### src/design/swz_pkg.sv
package swz_pkg;

    localparam int WINDOW_ROWS = 32;
    localparam int CHANNELS    = 64;
    localparam int SAMPLE_BITS = 24;

    localparam int ROW_W  = 5;
    localparam int CH_W   = 6;
    localparam int ADDR_W = ROW_W + CH_W;
    localparam int FILL_W = 6;
    localparam int SUM_W  = 29;
    localparam int SQ_W   = 52;
    localparam int XSQ_W  = 48;
    localparam int S2_W   = 58;
    localparam int D_W    = 57;
    localparam int ND_W   = D_W + 5;
    localparam int A_W    = 30;
    localparam int AM2_W  = 2 * A_W;
    localparam int R_W    = AM2_W + 5 + 24;
    localparam int DV_W   = ND_W + 32;
    localparam int Z_W    = 16;
    localparam int CNT_W  = 5;

    localparam logic [CNT_W-1:0] DIV_LAST  = CNT_W'(31);
    localparam logic [CNT_W-1:0] SQRT_LAST = CNT_W'(15);
    localparam logic [FILL_W-1:0] EMIT_FILL = FILL_W'(WINDOW_ROWS - 1);
    localparam logic [FILL_W-1:0] FULL_FILL = FILL_W'(WINDOW_ROWS);

    typedef enum logic [3:0] {
        ST_IDLE,
        ST_RD,
        ST_OLD,
        ST_UPD,
        ST_S2,
        ST_DIFF,
        ST_WRD,
        ST_AVAL,
        ST_ASQ,
        ST_RHS,
        ST_DINIT,
        ST_DIV,
        ST_SQI,
        ST_SQ,
        ST_OUT,
        ST_FIN
    } swz_state_t;

    typedef struct packed {
        logic ready;
        logic rd_item;
        logic take_old;
        logic update;
        logic calc_s2;
        logic calc_d;
        logic rd_win;
        logic calc_a;
        logic calc_sq;
        logic calc_r;
        logic div_init;
        logic div_step;
        logic sqrt_init;
        logic sqrt_step;
        logic out_load;
        logic finish;
    } swz_cmd_t;

    typedef struct packed {
        logic emit;
        logic flat;
        logic out_free;
        logic k_last;
    } swz_sts_t;

endpackage

### src/design/swz_ctrl.sv
module swz_ctrl
    import swz_pkg::*;
(
    input  logic     clk,
    input  logic     rst_n,
    input  logic     in_valid,
    input  swz_sts_t sts,
    output swz_cmd_t cmd
);

    swz_state_t       state_reg, state_next;
    logic [CNT_W-1:0] cnt_reg, cnt_next;

    always_ff @(posedge clk or negedge rst_n)
    begin
        if (!rst_n)
        begin
            state_reg <= ST_IDLE;
            cnt_reg   <= '0;
        end
        else
        begin
            state_reg <= state_next;
            cnt_reg   <= cnt_next;
        end
    end

    always_comb
    begin
        state_next = state_reg;
        cnt_next   = cnt_reg;
        unique case (state_reg)
            ST_IDLE:  if (in_valid) state_next = ST_RD;
            ST_RD:    state_next = ST_OLD;
            ST_OLD:   state_next = ST_UPD;
            ST_UPD:   state_next = sts.emit ? ST_S2 : ST_FIN;
            ST_S2:    state_next = ST_DIFF;
            ST_DIFF:  state_next = ST_WRD;
            ST_WRD:   state_next = ST_AVAL;
            ST_AVAL:  state_next = sts.flat ? ST_OUT : ST_ASQ;
            ST_ASQ:   state_next = ST_RHS;
            ST_RHS:   state_next = ST_DINIT;
            ST_DINIT:
            begin
                state_next = ST_DIV;
                cnt_next   = '0;
            end
            ST_DIV:
            begin
                cnt_next = cnt_reg + CNT_W'(1);
                if (cnt_reg == DIV_LAST) state_next = ST_SQI;
            end
            ST_SQI:
            begin
                state_next = ST_SQ;
                cnt_next   = '0;
            end
            ST_SQ:
            begin
                cnt_next = cnt_reg + CNT_W'(1);
                if (cnt_reg == SQRT_LAST) state_next = ST_OUT;
            end
            ST_OUT:
            begin
                if (sts.out_free) state_next = sts.k_last ? ST_FIN : ST_WRD;
            end
            ST_FIN:   state_next = ST_IDLE;
            default:  state_next = ST_IDLE;
        endcase
    end

    always_comb
    begin
        cmd = '0;
        unique case (state_reg)
            ST_IDLE:  cmd.ready     = 1'b1;
            ST_RD:    cmd.rd_item   = 1'b1;
            ST_OLD:   cmd.take_old  = 1'b1;
            ST_UPD:   cmd.update    = 1'b1;
            ST_S2:    cmd.calc_s2   = 1'b1;
            ST_DIFF:  cmd.calc_d    = 1'b1;
            ST_WRD:   cmd.rd_win    = 1'b1;
            ST_AVAL:  cmd.calc_a    = 1'b1;
            ST_ASQ:   cmd.calc_sq   = 1'b1;
            ST_RHS:   cmd.calc_r    = 1'b1;
            ST_DINIT: cmd.div_init  = 1'b1;
            ST_DIV:   cmd.div_step  = 1'b1;
            ST_SQI:   cmd.sqrt_init = 1'b1;
            ST_SQ:    cmd.sqrt_step = 1'b1;
            ST_OUT:   cmd.out_load  = sts.out_free;
            ST_FIN:   cmd.finish    = 1'b1;
            default:  cmd           = '0;
        endcase
    end

endmodule

### config.mk
export PLATFORM = sky130hd
export DESIGN_NAME = swz_ctrl
export DESIGN_NICKNAME = d
export VERILOG_FILES = /design/src/design/swz_pkg.sv /design/src/design/swz_ctrl.sv
export SDC_FILE = /design/constraint.sdc
export NUM_CORES = 1
export LEC_CHECK = 0
export BUFFER_PORTS_ARGS = -buffer_cell sky130_fd_sc_hd__buf_2
export CAP_MARGIN = 40
export CORE_MARGIN = 2
export CORE_UTILIZATION = 40
export DETAILED_ROUTE_END_ITERATION = 7
export SLEW_MARGIN = 20
export SYNTH_ARGS = -nofsm -noshare
export SYNTH_HDL_FRONTEND = slang
export SYNTH_SLANG_ARGS = --single-unit
### constraint.sdc
create_clock -name clk -period 2 [get_ports clk]
set_input_delay 0.3 -clock clk [delete_from_list [all_inputs] [get_ports clk]]
set_output_delay 0.3 -clock clk [all_outputs]
set_load 0.005 [all_outputs]
* Word level (Yosys, flattened, before mapping)
Index checks and enable logic that the tools add are counted.
Cells by class: add/sub/neg operators 1, equality and inequality tests 21, mux-type cells 25, reductions and logical operators 5
Operators with widths (count):
- one-hot mux 4 bit (16 select lines) | 1
- equality test 4 bit (second input constant) | 8
- two-way mux 4 bit | 6
- equality test 4 x 3 -> 1 bit (second input constant) | 4
- two-way mux 1 bit | 16
- one-hot mux 5 bit (2 select lines) | 1
- equality test 4 x 2 -> 1 bit (second input constant) | 2
- inequality test 2 bit (second input constant) | 4
- adder 5 x 1 -> 5 bit (second input constant) | 1
- equality test 5 x 4 -> 1 bit (second input constant) | 1
- equality test 5 bit (second input constant) | 1
- equality test 4 x 1 -> 1 bit (second input constant) | 1
- logical NOT 4 bit | 1
- AND reduction 4 bit | 1
- OR reduction 2 bit | 2
- two-way mux 3 bit | 1
- nonzero test 2 bit | 1
Storage, ports and cells: flip-flop bits (word level) 9, word-level logic and storage cells 54

* Longest topological paths before layout
Gate-level depths: netlist of the first run.
depth after elaboration 3, depth in mapped cells 7, depth with buffers taken out 7

* Worst setup path after synthesis of the first run
No wires, ideal clock.
path kind register to register, from reg cnt_reg[0], to reg state_reg[1], arrival time 1.478 ns, data required time 1.858 ns, setup slack 0.380 ns, cell stages (with the launch flop) 8, path buffers 0, period minus slack after synthesis 1.620 ns, cell sequence dfrtp_1 > ha_1 > and3_1 > ha_1 > nor3b_1 > o211ai_1 > a21oi_1 > a31oi_1
On the way: word-level cells in the longest chain between the ends 3
RTL lines:
- from (decl) | line swz_ctrl.sv:12 | logic [CNT_W-1:0] cnt_reg, cnt_next;
- from (signal assigned) | line swz_ctrl.sv:24 | cnt_reg <= cnt_next;
- equality test 5 x 4 -> 1 bit / equality test 5 bit (equally long branches) | line swz_ctrl.sv:61, swz_ctrl.sv:51
- inequality test 2 bit (no line)
- AND reduction 4 bit (no line) *
- to (signal assigned) | line swz_ctrl.sv:23 | state_reg <= state_next;
- to (decl) | line swz_ctrl.sv:11 | swz_state_t state_reg, state_next;
Mark *: on every way between the ends. The rest lies on a longest branch, timed or not. A chain may end at the register's enable or synchronous reset.

==> results of run 1 <==
-- layer usage --
layer	part of all wire, %	wire length, µm	GRT usage, %
met5	0	0	0
met4	0	0	1.667
met3	3.4	51	6.923
met2	47	698	20.54
met1	50	742	20.94
-- kinds of logic (layout without fill, tap and decap cells) --
logic type,after synthesis,count (layout),share of synthesized area (%)
simple gates,44,44,32.84
compound gates,18,18,17.84
buf+inv,10,31,10.33
flops,9,9,30.00
fa+ha+maj,3,3,5.001
mux,2,2,2.833
xor+xnor,1,1,1.167
-- power by group --
group	internal, mW	switching (mW)	total [mW]
clock network	0.0768	0.0620	0.139
logic	0.334	0.331	0.664
registers	0.266	0.217	0.483
-- cell usage after synthesis, types with 2 or more instances --
cell	count	share of area [%]
a22o_1	3	3.5
nor2b_1	3	2.5
inv_1	2	1.0
dfrtp_1	9	30
nand2_2	2	1.7
o21ai_0	3	2.0
nand2b_1	7	5.8
buf_6	5	7.5
nor2_1	8	4.0
nor3b_1	2	2.0
o21ai_1	2	1.3
ha_1	3	5.0
nand2_1	7	3.5
nand3_1	2	1.3
buf_2	2	1.3
nor3_1	7	4.7
-- path summary, 6_finish.rpt --
path,startpoint,to,slack [ps],cells past startpoint
min,rst_n,cnt_reg[1]$_DFFE_PN0P_,420,2
min reg2reg,cnt_reg[1]$_DFFE_PN0P_,cnt_reg[1]$_DFFE_PN0P_,520,2
max,state_reg[1]$_DFFE_PN0P_,cmd[12],100,3
max reg2reg,cnt_reg[0]$_DFFE_PN0P_,state_reg[1]$_DFFE_PN0P_,260,7
max in group asynchronous,rst_n,state_reg[1]$_DFFE_PN0P_,1400,2
min in group clk,sts[3],state_reg[0]$_DFFE_PN0P_,460,4
-- cell type report --
type | count | area, µm²
clock buffer | 4 | 26.28
fill | 178 | 872.1
inverter | 2 | 7.507
multi-input combinational | 68 | 447.9
sequential | 9 | 225.2
tap | 25 | 31.28
timing repair buffer | 25 | 135.1
-- critical path, cell delays in order, from the launching register on --
cell	delay, ps
dfrtp_1	700
nand2_1	310
nor3_1	190
buf_2	140
-- what timing repair did --
action,in CTS,in global routing
hold buffers,1,0
setup endpoints to repair,0,0
hold endpoints to repair,9,0
-- metrics by stage --
stage	setup slack (ps)	cell area (µm²)	cells
detailed placement	261.3	837.1	128
finish	103.2	873.3	133
global placement	311.1	837.1	128
global route	39.04	873.3	133
CTS	98.77	873.3	133
floorplan	379.7	750.7	87
==> results by group, run 1 <==
Outcome
  • Status: complete, no violations

Route
  • Drt pass-1 iters: 3
  • DRC viols: 0
  • Post-DR wirelength/cell: 11.23 µm
  • Final wirelength: between 1000 and 1500 µm
  • Detail-routed via count per cell: 4.902
  • Via count: between 600 and 700
  • Routed Antenna Nets: 0
  • First-iteration detailed-routing DRC count: 7

CTS
  • TritonCTS clock tree: yes
  • Number of post-CTS setup repair buffers: 0
  • Post-cts resize count: 0
  • Clk buf depth: 2
  • CTS Sinks: 9
  • Clk slew on worst S/H paths: approximately 60 ps
  • Root buffer cell: clkbuf_4
  • H-tree depth: 1
  • Cts bufs inserted: 3
  • Worst skew pair latency: 260 ps

Timing
  • WHS: 420.2 ps
  • Hold Vio Cnt, Final: 0
  • Setup Skew: 0.6992 ps
  • RSZ-0062 raised after global routing: false
  • Slew margin rel.: 60.42%
  • Final period util: roughly 95%
  • Worst Tran Pin Value: 593.7 ps
  • Fin Setup TNS: 0 ps
  • # setup viols final: 0
  • Fmax: 0.5272 GHz
  • Final slew viol count: 0
  • Min Tclk post-route: between 1500 and 2000 ps

Place
  • Routability cong.: 0.7336
  • Port Buffers: 22
  • Final HPWL DP: 1112 µm

Die
  • Die height: 47.32 µm
  • Starting Density: 43.01%
  • Core footprint: ~1700 µm²
  • Die width: 47.32 µm
  • DIE AREA: 2239 µm²
  • Cell Rows: 15
  • I/O Pins: 23

Power
  • Final Power: 1.286 mW
  • Peak supply drop: 0.6275 mV
  • Pwr dens: ~1500 nW/µm²
  • P_leak: 0.4132 nW

Final layout
  • Diodes inserted: 0
  • Nets: 119
  • Utilization after layout: 50.04%
  • Layout cells sized above 1: a little under a third
  • Max FFs per register: 5
  • Commonest cells after routing, fill and taps aside: buf_2, dfrtp_1, nor2_1
  • Most common cell after layout, fill and taps aside: buf_2
  • Layout area overhead: 16.33%

Yosys
  • Asr flop ratio synth: 100.0%
  • Sequential area share after synthesis: 30.00%
  • Yosys Warn Count: 0
  • Average cell area after synthesis: 8.629 µm²
  • Synthesized flop and latch total: 9
  • Synth Cell Area: 750.7 µm²
  • Post-Synthesis Cells: 87
  • Syn_nets: 97
  • Post-synthesis cell type count: 36
  • EDFF count, synth: 0
  • Top FF cell, synth: dfrtp_1

GRT
  • Tot GR Track Use: 14.59%
  • Initial antenna violation count: 0
  • First-pass GRT wire length: 2214 µm
  • Total gr overflow: 0
  • Vias in the first global route: 492
  • Largest net degree at the start of global routing: 19

Run
  • Maxcap violations: 0

Worst setup path
  • Setup crit start kind: flop
  • Max Fanout on Critical Path: 16
  • Setup crit end kind: output port
  • WS Path Type: reg2out
  • Worst path arrival time: 1600 ps
  • Required time at the worst-slack endpoint: about 1700 ps

Min path
  • Hold Path Class: in2async
Power figures use the tool's default switching activity.
==> run 2: changes to the inputs <==
==> constraint.sdc (replaced) <==
create_clock -name clk -period 2.4 [get_ports clk]
set_input_delay 0.36 -clock clk [delete_from_list [all_inputs] [get_ports clk]]
set_output_delay 0.36 -clock clk [all_outputs]
set_load 0.005 [all_outputs]
==> run 2 against run 1 <==
  * Clock-buffer cell count unchanged
  * Design area decreased by 0.86%
  * Flip-flop and latch count unchanged
  * Largest power group unchanged
  * Via count increased by 1.7%
  * Sequential power decreased by 17%
==> results by group, run 2 (synthesis gave the netlist of run 1 again) <==
Outcome
  • Status: complete, no violations

Final layout
  • Layout area overhead: 15.33%
  • Most common cell after layout, fill and taps aside: buf_2
  • Nets: 118
  • Max FFs per register: 5
  • Filler instances: 181
  • Footprint of the multi-input gates: 447.9 µm²
  • Diodes inserted: 0
  • Utilization after layout: 49.61%
  • Layout cells sized above 1: between 30% and 40%
  • Commonest cells after routing, fill and taps aside: buf_2, dfrtp_1, nor2_1
  • Sequential cell area: 225.2 µm²

Timing
  • Setup Skew: 0.4777 ps
  • Final period util: 80.62%
  • Final slew viol count: 0
  • WHS: 484.8 ps
  • Worst Tran Pin Value: 618.5 ps
  • # setup viols final: 0
  • Hold Vio Cnt, Final: 0
  • Slew margin rel.: 58.77%
  • RSZ-0062 raised after global routing: false
  • Fmax: 0.5169 GHz
  • Min Tclk post-route: 1935 ps
  • Fin Setup TNS: 0 ps

GRT
  • Vias in the first global route: 492
  • Total gr overflow: 0
  • First-pass GRT wire length: approximately 2300 µm
  • Initial antenna violation count: 0
  • Tot GR Track Use: approximately 14%
  • Largest net degree at the start of global routing: 19

Worst setup path
  • Required time at the worst-slack endpoint: 2040 ps
  • Reg2reg start: cnt_reg[0]$_DFFE_PN0P_
  • Worst path arrival time: approximately 1600 ps
  • Critical Path Start: state_reg[1]$_DFFE_PN0P_
  • Setup crit start kind: flop
  • Setup crit end kind: output port
  • R2r worst-path depth: 7
  • WS Path Type: reg2out
  • Max Fanout on Critical Path: 16

Die
  • Cell Rows: 15
  • I/O Pins: 23
  • DIE AREA: roughly 2200 µm²
  • Die height: 47.32 µm
  • Core footprint: roughly 1700 µm²
  • Starting Density: 43.01%
  • Die width: 47.32 µm

Route
  • DRC viols: 0
  • Post-DR wirelength/cell: approximately 11 µm
  • Drt pass-1 iters: 4
  • Routed Antenna Nets: 0
  • Via count: about 660
  • Detail-routed via count per cell: around 5.0
  • First-iteration detailed-routing DRC count: 7
  • Final wirelength: 1465 µm

CTS
  • Clk slew on worst S/H paths: 50 ps
  • Root buffer cell: clkbuf_4
  • CTS Sinks: 9
  • Worst skew pair latency: ~250 ps
  • Clk buf depth: 2
  • Post-cts resize count: 0
  • Cts bufs inserted: 3
  • Number of post-CTS setup repair buffers: 0
  • TritonCTS clock tree: yes
  • H-tree depth: 1

Power
  • P_leak: 0.4083 nW
  • Peak supply drop: 0.5603 mV
  • Pwr dens: 1220 nW/µm²
  • Final Power: between 1 and 1.5 mW

Min path
  • Hold Path Class: in2async

Run
  • Maxcap violations: 0

Place
  • Final HPWL DP: 1115 µm
  • Port Buffers: 22
  • Routability cong.: 0.7090
-- run 2: cell types whose count changed in the layout (fill, tap and decap cells not counted) --
cell   before  now
buf_4       2    1
-- run 2: stage by stage --
stage               cell area (µm²)  worst slack [ps]  instances
finish                        865.8             465.2        132
global route                  865.8             347.5        132
CTS                           865.8             460.6        132
detailed placement            829.5             647.9        127
global placement              829.5             701.8        127
floorplan                     750.7             779.7         87
-- run 2: final cells by class --
class	instances	share of cell area [%]
Inverter	2	0.8671
Tap cell	25	3.613
Clock buffer	4	3.035
Timing Repair Buffer	24	14.74
Sequential cell	9	26.01
Multi-Input combinational cell	68	51.73
-- run 2: power by group --
part           switching (mW)  total, mW  internal (mW)
sequential              0.179      0.401          0.222
combinational           0.277      0.546          0.269
clock                  0.0460      0.110         0.0636
total                   0.502       1.06          0.554
-- run 2: final timing paths --
| kind | end | slack, ps |
|---|---|---|
| setup / recovery | cmd[12] | 470 |
| hold / removal | cnt_reg[2]$_DFFE_PN0P_ | 480 |
| setup reg to reg | state_reg[1]$_DFFE_PN0P_ | 630 |
| hold reg to reg | cnt_reg[1]$_DFFE_PN0P_ | 520 |
| max in group asynchronous | state_reg[2]$_DFFE_PN0P_ | 1740 |
| min in group clk | cnt_reg[1]$_DFFE_PN0P_ | 520 |
-- run 2: repair_timing --
action,CTS,global route
hold buffers,1,0
setup endpoints to repair,0,0
endpoints found under the hold margin,9,0
-- run 2: per-layer routing --
metal	global-route usage, %	wire length (µm)	part of all wire (%)
met1	21.68	746	51
met2	19.19	678	46
met3	6.923	34	2.3
met4	1.667	6	0.41
met5	0	0	0
-- run 2: critical path: stages, from the launching register on --
cell and delay [ps]:
dfrtp_1 700, nand2_1 310, nor3_1 180, buf_2 140
==> run 3: changes to the inputs <==
--- a/config.mk
+++ b/config.mk
@@ -10,6 +10,7 @@
 export CORE_MARGIN = 2
 export CORE_UTILIZATION = 40
 export DETAILED_ROUTE_END_ITERATION = 7
+export PLACE_DENSITY = 0.67
 export SLEW_MARGIN = 20
 export SYNTH_ARGS = -nofsm -noshare
 export SYNTH_HDL_FRONTEND = slang
==> constraint.sdc (replaced) <==
create_clock -name clk -period 1.57 [get_ports clk]
set_input_delay 0.2355 -clock clk [delete_from_list [all_inputs] [get_ports clk]]
set_output_delay 0.2355 -clock clk [all_outputs]
set_load 0.005 [all_outputs]
==> run 3 against run 2 <==
  * The flow now finishes with violations (setup timing)
  * Largest cell class unchanged
  * Non-clock buffer count rose by 11
  * Via count is 7.2% higher
  * Wire length rose by 8.2%
  * Worst setup slack lost 470 ps
  * Critical endpoint is now state_reg[1]$_DFFE_PN0P_
  * Global-route usage rose by 0.79 points
==> results by group, run 3 (synthesis gave the netlist of run 1 again) <==
Outcome
  • Status: finished with violations
  • Failing checks: setup timing

Final layout
  • Layout cells sized above 1: roughly 45%
  • Post-Layout Cell Count: 143
  • Utilization after layout: 58.21%
  • Max FFs per register: 5
  • Diodes inserted: 0
  • Commonest cells after routing, fill and taps aside: buf_2, buf_4, nor2_1, dfrtp_1, nand2b_1
  • Nets: 129
  • Most common cell after layout, fill and taps aside: buf_2
  • Layout area overhead: 35.33%

Die
  • DIE AREA: around 2200 µm²
  • Core footprint: between 1500 and 2000 µm²
  • Starting Density: 43.01%
  • Cell Rows: 15
  • Die height: between 40 and 50 µm
  • Die width: approximately 47 µm
  • I/O Pins: 23

Route
  • Met3 Wirelength: 77 µm
  • Detail-routed via count per cell: 4.972
  • Drt pass-1 iters: 3
  • Final wirelength: 1585 µm
  • First-iteration detailed-routing DRC count: 5
  • DRC viols: 0
  • Top Layer Used: met4
  • Routed Antenna Nets: 0
  • Met2 wire length: 787 µm
  • Via count: 711
  • Post-DR wirelength/cell: 11.08 µm
  • Met1 wire length: 708 µm

Worst setup path
  • Required time at the worst-slack endpoint: 1710 ps
  • Delay-heaviest family, CP: flip-flops
  • Reg2Reg Setup Slack: -0.7 ps
  • R2r worst-path depth: 7
  • Worst path arrival time: approximately 1700 ps
  • Worst Path Buf+Inv: 0
  • R2R Path End: state_reg[1]$_DFFE_PN0P_
  • Max Fanout on Critical Path: 3
  • WS Path Type: reg2reg
  • Reg2reg start: cnt_reg[1]$_DFFE_PN0P_
  • Cells along the critical path: ha_2 > and3_4 > ha_4 > nor3b_2 > o211ai_1 > a21oi_1 > a31oi_1
  • CP max stage delay: 390 ps
  • Setup crit start kind: flop
  • Setup crit end kind: flop
  • Worst path slowest cell: dfrtp_1

Timing
  • Worst Tran Pin Value: 257.9 ps
  • Final worst slack: -0.6556 ps
  • Min Tclk post-route: 1571 ps
  • Setup Skew: 1.195 ps
  • Final slew viol count: 0
  • RSZ-0062 raised after global routing: true
  • Final period util: 100.0%
  • Fmax: approximately 0.64 GHz
  • Hold Vio Cnt, Final: 0
  • Slew margin rel.: 82.73%
  • # setup viols final: 1
  • Fin Setup TNS: -0.6556 ps

Power
  • P_leak: 0.4656 nW
  • Sequential share of power: between 20% and 30%
  • Peak supply drop: between 0.8 and 0.9 mV
  • Pint: around 1.1 mW
  • Pwr dens: 1873 nW/µm²
  • Logic pwr share: 65.5%
  • Clock Power Share: 9.9%
  • Sw power: 0.8384 mW
  • Switching share of power: 44.06%

GRT
  • Initial antenna violation count: 0
  • Tot GR Track Use: 15.26%
  • Vias in the first global route: 563
  • First-pass GRT wire length: 2359 µm
  • Total gr overflow: 0
  • Largest net degree at the start of global routing: 12

Min path
  • Hold Path Class: in2async

CTS
  • Root buffer cell: clkbuf_4
  • H-tree depth: 1
  • Worst skew pair latency: 260 ps
  • Cts bufs inserted: 3
  • TritonCTS clock tree: yes
  • CTS Sinks: 9
  • Clk buf depth: 2
  • Clk slew on worst S/H paths: 70 ps

Place
  • Final HPWL DP: between 1000 and 1500 µm
  • Worst slack, placed: -23.40 ps
  • Routability cong.: just over 0.7
  • Port Buffers: 22
  • DP Cell Count: 137

Run
  • Maxcap violations: 0
[run 3: changes by cell type in the layout (fill, tap and decap cells not counted), moves of 2 or more]
cell,before,now
ha_4,0,2
nor3b_1,2,0
ha_1,3,0
nor3b_2,0,2
buf_4,1,10
[run 3: final cells by class]
type	instances	area (µm²)
clock buffer	4	26.28
tap	25	31.28
fill	169	729.5
multi-input combinational	68	498.0
inverter	2	7.507
timing repair buffer	35	226.5
sequential	9	226.5
[run 3: worst register-to-register path: stages (launching register included)]
cell and delay (ps):
dfrtp_1 390, ha_2 200, and3_4 200, ha_4 160, nor3b_2 150, o211ai_1 150
a21oi_1 150, a31oi_1 50
[run 3: worst max-delay path by stage]
stage,endpoint,slack (ps),cells after the start,from
after floorplan,state_reg[1]$_DFFE_PN0P_,10,7,cnt_reg[1]$_DFFE_PN0P_
after global placement,state_reg[1]$_DFFE_PN0P_,20,7,cnt_reg[0]$_DFFE_PN0P_
after detailed placement,state_reg[1]$_DFFE_PN0P_,-20,7,cnt_reg[1]$_DFFE_PN0P_
after CTS,state_reg[1]$_DFFE_PN0P_,7,7,cnt_reg[0]$_DFFE_PN0P_
after global routing,state_reg[1]$_DFFE_PN0P_,-80,7,cnt_reg[1]$_DFFE_PN0P_
final,state_reg[1]$_DFFE_PN0P_,-0.7,7,cnt_reg[1]$_DFFE_PN0P_
[run 3: power by group through the flow]
| stage | Combinational [mW] | Clock, mW | Sequential [mW] |
|---|---|---|---|
| floorplan | 0.944 | 0 | 0.400 |
| global placement | 1.17 | 0 | 0.462 |
| detailed placement | 1.19 | 0 | 0.469 |
| CTS | 1.24 | 0.199 | 0.461 |
| global route | 1.40 | 0.207 | 0.488 |
| finish | 1.25 | 0.188 | 0.469 |
[run 3: timing repair]
action	4_1_cts	5_1_grt
hold buffers	1	0
gates resized for setup	4	5
pin swaps	3	4
setup buffers	1	0
setup endpoints to repair	4	8
endpoints found under the hold margin	9	0
[run 3: through the flow]
step | total power, mW | area (µm²) | hold slack [ps]
CTS | 1.895 | 985.9 | 343.7
global route | 2.093 | 1016 | 370.2
floorplan | 1.344 | 760.7 | -60.09
finish | 1.903 | 1016 | 346.8
global placement | 1.632 | 927.1 | 100.9
detailed placement | 1.656 | 927.1 | 103.7
[run 3: metal layers]
metal / global-route usage [%] / up-vias
met5: 0 / -
met4: 10.00 / 0
met3: 1.923 / 2
met2: 27.30 / 19
met1: 16.59 / 325
li1: - / 365
